$ cat src/rtl/core/lattice_allpass_filter_core_assert.svh
// Assertion macros for the allpass filter core.
`ifndef LATTICE_ALLPASS_FILTER_CORE_ASSERT_SVH
`define LATTICE_ALLPASS_FILTER_CORE_ASSERT_SVH

`ifndef SYNTH
// checked outside reset
`define LAP_ASSERT(lbl, prop, msg) \
   lbl: assert property (@(posedge clock) disable iff (reset) prop) else $error(msg);
// checked at every edge, reset included
`define LAP_ASSERT_ALWAYS(lbl, prop, msg) \
   lbl: assert property (@(posedge clock) prop) else $error(msg);
`else
`define LAP_ASSERT(lbl, prop, msg)
`define LAP_ASSERT_ALWAYS(lbl, prop, msg)
`endif

`endif

$ cat src/rtl/core/lap_pkg.sv
`default_nettype none

package lap_pkg;

   localparam int DELAY_WIDTH = 11;
   localparam int COEFF_WIDTH = 16;
   localparam int CSR_INDEX_WIDTH = 2;

   localparam logic [CSR_INDEX_WIDTH-1:0] CSR_COEFF = 2'd0;
   localparam logic [CSR_INDEX_WIDTH-1:0] CSR_DELAY_LENGTH = 2'd1;

   localparam logic MODE_FILTER = 1'b0;
   localparam logic MODE_TAP = 1'b1;

   localparam logic signed [COEFF_WIDTH-1:0] COEFF_RESET = 16'sd16384;
   localparam logic [DELAY_WIDTH-1:0] DELAY_LENGTH_RESET = 11'd1;

   typedef enum logic [2:0] {
      ST_IDLE,
      ST_MUL1,
      ST_WRITE,
      ST_MUL2,
      ST_DONE
   } state_type;

   typedef struct packed {
      logic capture;   // latch input, read delay line
      logic mul1;      // d * -coeff
      logic write;     // form w, store it, advance pointer
      logic mul2;      // w * coeff
      logic load;      // result into output register
   } cmd_type;

endpackage

`default_nettype wire

$ cat src/rtl/core/lap_ctrl.sv
`default_nettype none

module lap_ctrl (
   input  wire logic             clock,
   input  wire logic             reset,
   input  wire logic             req_tvalid,
   input  wire logic             req_mode,
   output logic                  req_tready,
   input  wire logic             rsp_tready,
   output logic                  rsp_tvalid,
   output lap_pkg::cmd_type      cmd
);
   import lap_pkg::*;

   state_type state_ff, state_in;
   logic      rsp_tvalid_ff, rsp_tvalid_in;
   logic      out_free;

   always_ff @(posedge clock) begin
      if (reset) begin
         state_ff <= ST_IDLE;
         rsp_tvalid_ff <= 1'b0;
      end else begin
         state_ff <= state_in;
         rsp_tvalid_ff <= rsp_tvalid_in;
      end
   end

   assign out_free = !rsp_tvalid_ff || rsp_tready;

   always_comb begin
      state_in = state_ff;
      cmd = '0;
      req_tready = 1'b0;
      case (state_ff)
         ST_IDLE: begin
            req_tready = 1'b1;
            if (req_tvalid) begin
               cmd.capture = 1'b1;
               state_in = (req_mode == MODE_TAP) ? ST_DONE : ST_MUL1;
            end
         end
         ST_MUL1: begin
            cmd.mul1 = 1'b1;
            state_in = ST_WRITE;
         end
         ST_WRITE: begin
            cmd.write = 1'b1;
            state_in = ST_MUL2;
         end
         ST_MUL2: begin
            cmd.mul2 = 1'b1;
            state_in = ST_DONE;
         end
         ST_DONE: begin
            // hold until the output register can take the result
            if (out_free) begin
               cmd.load = 1'b1;
               state_in = ST_IDLE;
            end
         end
         default: begin
            state_in = ST_IDLE;
         end
      endcase
   end

   assign rsp_tvalid_in = cmd.load || (rsp_tvalid_ff && !rsp_tready);
   assign rsp_tvalid = rsp_tvalid_ff;

endmodule

`default_nettype wire

$ cat config.mk
export PLATFORM = sky130hd
export DESIGN_NAME = lap_ctrl
export DESIGN_NICKNAME = d
export VERILOG_FILES = /design/src/rtl/core/lattice_allpass_filter_core_assert.svh /design/src/rtl/core/lap_pkg.sv /design/src/rtl/core/lap_ctrl.sv
export SDC_FILE = /design/constraint.sdc
export NUM_CORES = 1
export LEC_CHECK = 0
export ABC_AREA = 1
export BUFFER_PORTS_ARGS = -buffer_cell sky130_fd_sc_hd__buf_2
export CORE_AREA = 2 2 39 41
export CTS_CLUSTER_SIZE = 25
export DETAILED_ROUTE_END_ITERATION = 16
export DIE_AREA = 0 0 41 43
export PLACE_DENSITY = 0.34
export REMOVE_ABC_BUFFERS = 1
export SLEW_MARGIN = 25
export SYNTH_ARGS = -nofsm -noshare
export SYNTH_HDL_FRONTEND = slang
export SYNTH_SLANG_ARGS = --single-unit
$ cat constraint.sdc
create_clock -name clock -period 2.1 [get_ports clock]
set_clock_uncertainty 0.1 [all_clocks]
set_input_delay 0.105 -clock clock [delete_from_list [all_inputs] [get_ports clock]]
set_output_delay 0.105 -clock clock [all_outputs]
set_load 0.02 [all_outputs]
Word-level counts from Yosys, hierarchy flattened

Cells that the tools add are included.

Flip-flop bits (word level): 4
Output and inout port bits: 7
Logic and storage cells: 27

Equal/unequal tests: 6
Multiplexer cells: 12
Reduce and logical (&&, ||, !) cells: 7

Operator list:

| kind                                          | count |
|---|---|
| one-hot mux 3 bit (5 select lines)            | 1 |
| 2-to-1 mux 3 bit                              | 3 |
| 2-to-1 mux 1 bit                              | 8 |
| == test 3 x 2 -> 1 bit, second input constant | 2 |
| != test 2 bit, second input constant          | 2 |
| == test 3 x 1 -> 1 bit, second input constant | 1 |
| == test 3 bit, second input constant          | 1 |
| logical NOT 3 bit                             | 1 |
| logical NOT 1 bit                             | 2 |
| logical OR 1 bit                              | 2 |
| AND reduction 2 bit                           | 1 |
| logical AND 1 bit                             | 1 |

Logic depth before layout (Yosys ltp)

Depth in word-level cells: 5
Mapped depth: 5
Depth with buffers taken out: 5

Worst setup path before layout

OpenSTA, ideal clock, no wires.

Kind: reg2out
Start: register rsp_tvalid_ff (netlist: rsp_tvalid)
End: output port cmd[0] (netlist bit)
Arrival time: 1.102 ns
Required time: 1.895 ns
Setup slack: 0.793 ns
Stages on the path, launching flop included: 4
Buffers on the path: 0
Cell sequence: dfxtp_1 -> inv_1 -> nor2_1 -> nor4_1

RTL lines:

| element                  | line           | text |
|---|---|---|
| start: declaration       | lap_ctrl.sv:16 | `logic rsp_tvalid_ff, rsp_tvalid_in;` |
| start signal: assignment | lap_ctrl.sv:25 | `rsp_tvalid_ff <= rsp_tvalid_in;` |
| end: declaration         | lap_ctrl.sv:11 | `output lap_pkg::cmd_type cmd` |

==> run_results.csv <==
group,metric,value,unit
run_status,status,"finished, final reports clean",
critical_path,cp-start-kind,"flip-flop",
route,vias,250,
timing,tightest_slew,0.236,ns
clock_tree,clk_pin_slew,0.04,ns
worst_hold_path,whs_endpoint,"state_ff[2]$_SDFFE_PP0P_",
yosys,syn_inst,36,
place,place.gp.congestion,0.669,
timing,period_minus_slack,1.33,ns
grt,grt_pass1_wl,807,um
timing,rsz0062_at_grt,"no",
route,drtIter0Drc,1,
worst_hold_path,hold_path_class,"in -> reg",
timing,hold_viol_final,0,
grt,grt_usage,7.13,%
yosys,ys_seq_area_share,33.5,%
timing,whs,0.0716,ns
die,row_count,14,
final_layout,finalNonFillerCells,67,
route,viasPerCell,3.73,
route,totalWireLength,503,um
grt,grt_start_max_net_pins,9,
clock_tree,cts_tree,"yes",
clock_tree,h-tree-depth,1,
yosys,synth.top_cell.area_share,33.5,%
worst_hold_path,min_path_cells,4,
route,drtPass1Iterations,2,
critical_path,worst-path-buf-inv,1,
critical_path,reg2reg_slack,1.14,ns
timing,setup_viol,0,
yosys,yosys.cell_types.count,14,
clock_tree,cts_root_buf,"clkbuf_4",
worst_hold_path,worstHoldStart,"rsp_tready",
critical_path,r2r-end,"state_ff[2]$_SDFFE_PP0P_",
die,start_util,17.3,%
yosys,synth.area.top_cells,"dfxtp_1 34%, inv_1 14%, nand3_1 8.4%, nand2_1 7.9%, a21oi_4 6.8%",
job,maxCapViolations,0,
timing,slew_viol_final,0,
critical_path,cp_max_fo,6,
die,die_area,0.00176,mm^2
die,die_h,43,um
timing,relSlewSlack,84.3,%
critical_path,critPathTopFamily,"simple AND/OR/NAND/NOR gates",
place,post-dp-hpwl,423,um
power,p_leak,0.000199,uW
grt,overflow,0,
critical_path,crit_slowest_cell,"dfxtp_1",
clock_tree,ctsResizeCount,0,
place,dp_cells,63,
critical_path,arrival,1.13,ns
clock_tree,cts_sinks,4,
clock_tree,cts_buffers,3,
route,antenna_left,0,
die,io_pins,12,
yosys,synth_area,239,um^2
grt,antenna_found_initial,0,
power,irDropWorstVdd,0.237,mV
critical_path,cp_slowest_stage_delay,0.36,ns
critical_path,path_class,"reg -> out",
final_layout,areaGrowthSynthToFinish,45.0,%
clock_tree,cts_buffer_depth,2,
place,portBuffers,11,
final_layout,diodes,0,
yosys,synth_area_leader_cell,"dfxtp_1",
die,core,0.00138,mm^2
yosys,yosys_warnings,0,
route,avgRoutedWirePerCell,7.51,um
timing,period_share,63.5,%
critical_path,worst-r2r-cell-count,5,
power,p_per_area,746,mW/mm^2
critical_path,end_kind,"output pin",
critical_path,timing.rr.start,"state_ff[1]$_SDFFE_PP0P_",
yosys,ys_ff_latch,4,
yosys,syn_avg_cell_area,6.64,um^2
grt,grt_pass1_vias,222,
final_layout,fin_nets,58,
clock_tree,clk_latency,0.23,ns
critical_path,required,1.89,ns
route,drc,0,
timing,tns,0,ns
final_layout,drive_gt1_share,37.3,%
die,die_w,41,um
timing,fmax,749,MHz
critical_path,crit_chain,"nor2_4, nand2_1, nor2_1, buf_2",
-- report_power, final --
group          internal [uW]  total, uW  switching, uW
registers               82.5       90.1           7.64
logic                   27.6       74.4           46.8
clock network           63.8       93.9           30.1
-- flip-flops by register name, indices dropped and copies added, names as in the netlist --
register	flops
state_ff	3
rsp_tvalid	1
-- kinds of logic after synthesis --
logic type | Yosys count | synth area share [%]
AND/OR/NAND/NOR | 16 | 33.5
buffers and inverters | 12 | 18.8
AO/OA/AOI/OAI | 4 | 14.1
flip-flops | 4 | 33.5
-- how the worst max path moves through the flow --
stage	start	end	slack, ns	cells past startpoint
floorplan	rsp_tvalid$_SDFF_PP0_	cmd[0]	0.79	3
global placement	state_ff[1]$_SDFFE_PP0P_	cmd[4]	0.99	4
detailed placement	state_ff[1]$_SDFFE_PP0P_	cmd[4]	1.00	4
CTS	state_ff[1]$_SDFFE_PP0P_	cmd[4]	0.75	4
global route	state_ff[1]$_SDFFE_PP0P_	cmd[4]	0.68	4
finish	state_ff[1]$_SDFFE_PP0P_	cmd[4]	0.77	4
-- area by class of cell --
cell class	instances	area, um^2
Fill cell	169	1040
Multi-Input combinational cell	20	114
Sequential cell	4	80.1
Timing Repair Buffer	12	65.1
Inverter	12	45.0
Clock buffer	3	22.5
Tap cell	16	20.0
-- worst register-to-register path, stage by stage, from the launching register on --
cell and delay [ns]:
dfxtp_1 0.36, nor2_4 0.20, nand3_1 0.09, nand2_1 0.07, nand2_1 0.05, nand2_1 0.05
-- timing repair --
action,4_1_cts,5_1_grt
setup buffers,0,0
endpoints found under the hold margin,2,0
hold buffers,1,0
-- synthesized netlist by cell type, drive strengths merged --
| cell | instances |
|---|---|
| inv | 11 |
| nand2 | 5 |
| nor2 | 5 |
| dfxtp | 4 |
| nand3 | 4 |
| a21oi | 3 |
| clkinv | 1 |
| nand4 | 1 |
| nor4 | 1 |
| o211ai | 1 |
-- metal layers --
metal  global-route usage, %  routed length (um)  share of wire [%]
met1                    9.00                 231                 46
met2                    8.75                 227                 45
met3                    1.57                  44                8.7
met4                    8.00                   0                  0
met5                       0                   0                  0
-- metrics by stage --
stage / worst slack, ns / utilization, % / instance area, um^2 / total power (uW)
2_1_floorplan: 0.793 / - / 239 / 143
3_3_place_gp: 0.988 / 22.7 / 314 / 167
3_5_place_dp: 1.00 / 22.7 / 314 / 165
4_1_cts: 0.751 / 25.0 / 347 / 266
5_1_grt: 0.684 / 25.0 / 347 / 277
6_report: 0.766 / 25.0 / 347 / 258
-- placed cells by master (no fill, tap or decap) --
| cell type | netlist | final |
|---|---|---|
| a21oi_1 | 2 | 2 |
| a21oi_4 | 1 | 1 |
| buf_2 | 0 | 11 |
| clkbuf_4 | 0 | 3 |
| clkinv_1 | 1 | 1 |
| dfxtp_1 | 4 | 4 |
| dlygate4sd3_1 | 0 | 1 |
| inv_1 | 9 | 9 |
| inv_2 | 2 | 2 |
| nand2_1 | 5 | 5 |
| nand3_1 | 4 | 4 |
| nand4_1 | 1 | 1 |
| nor2_1 | 3 | 3 |
| nor2_2 | 1 | 1 |
| nor2_4 | 1 | 1 |
| nor4_1 | 1 | 1 |
| o211ai_1 | 1 | 1 |
(Power assumes the default switching activity.)
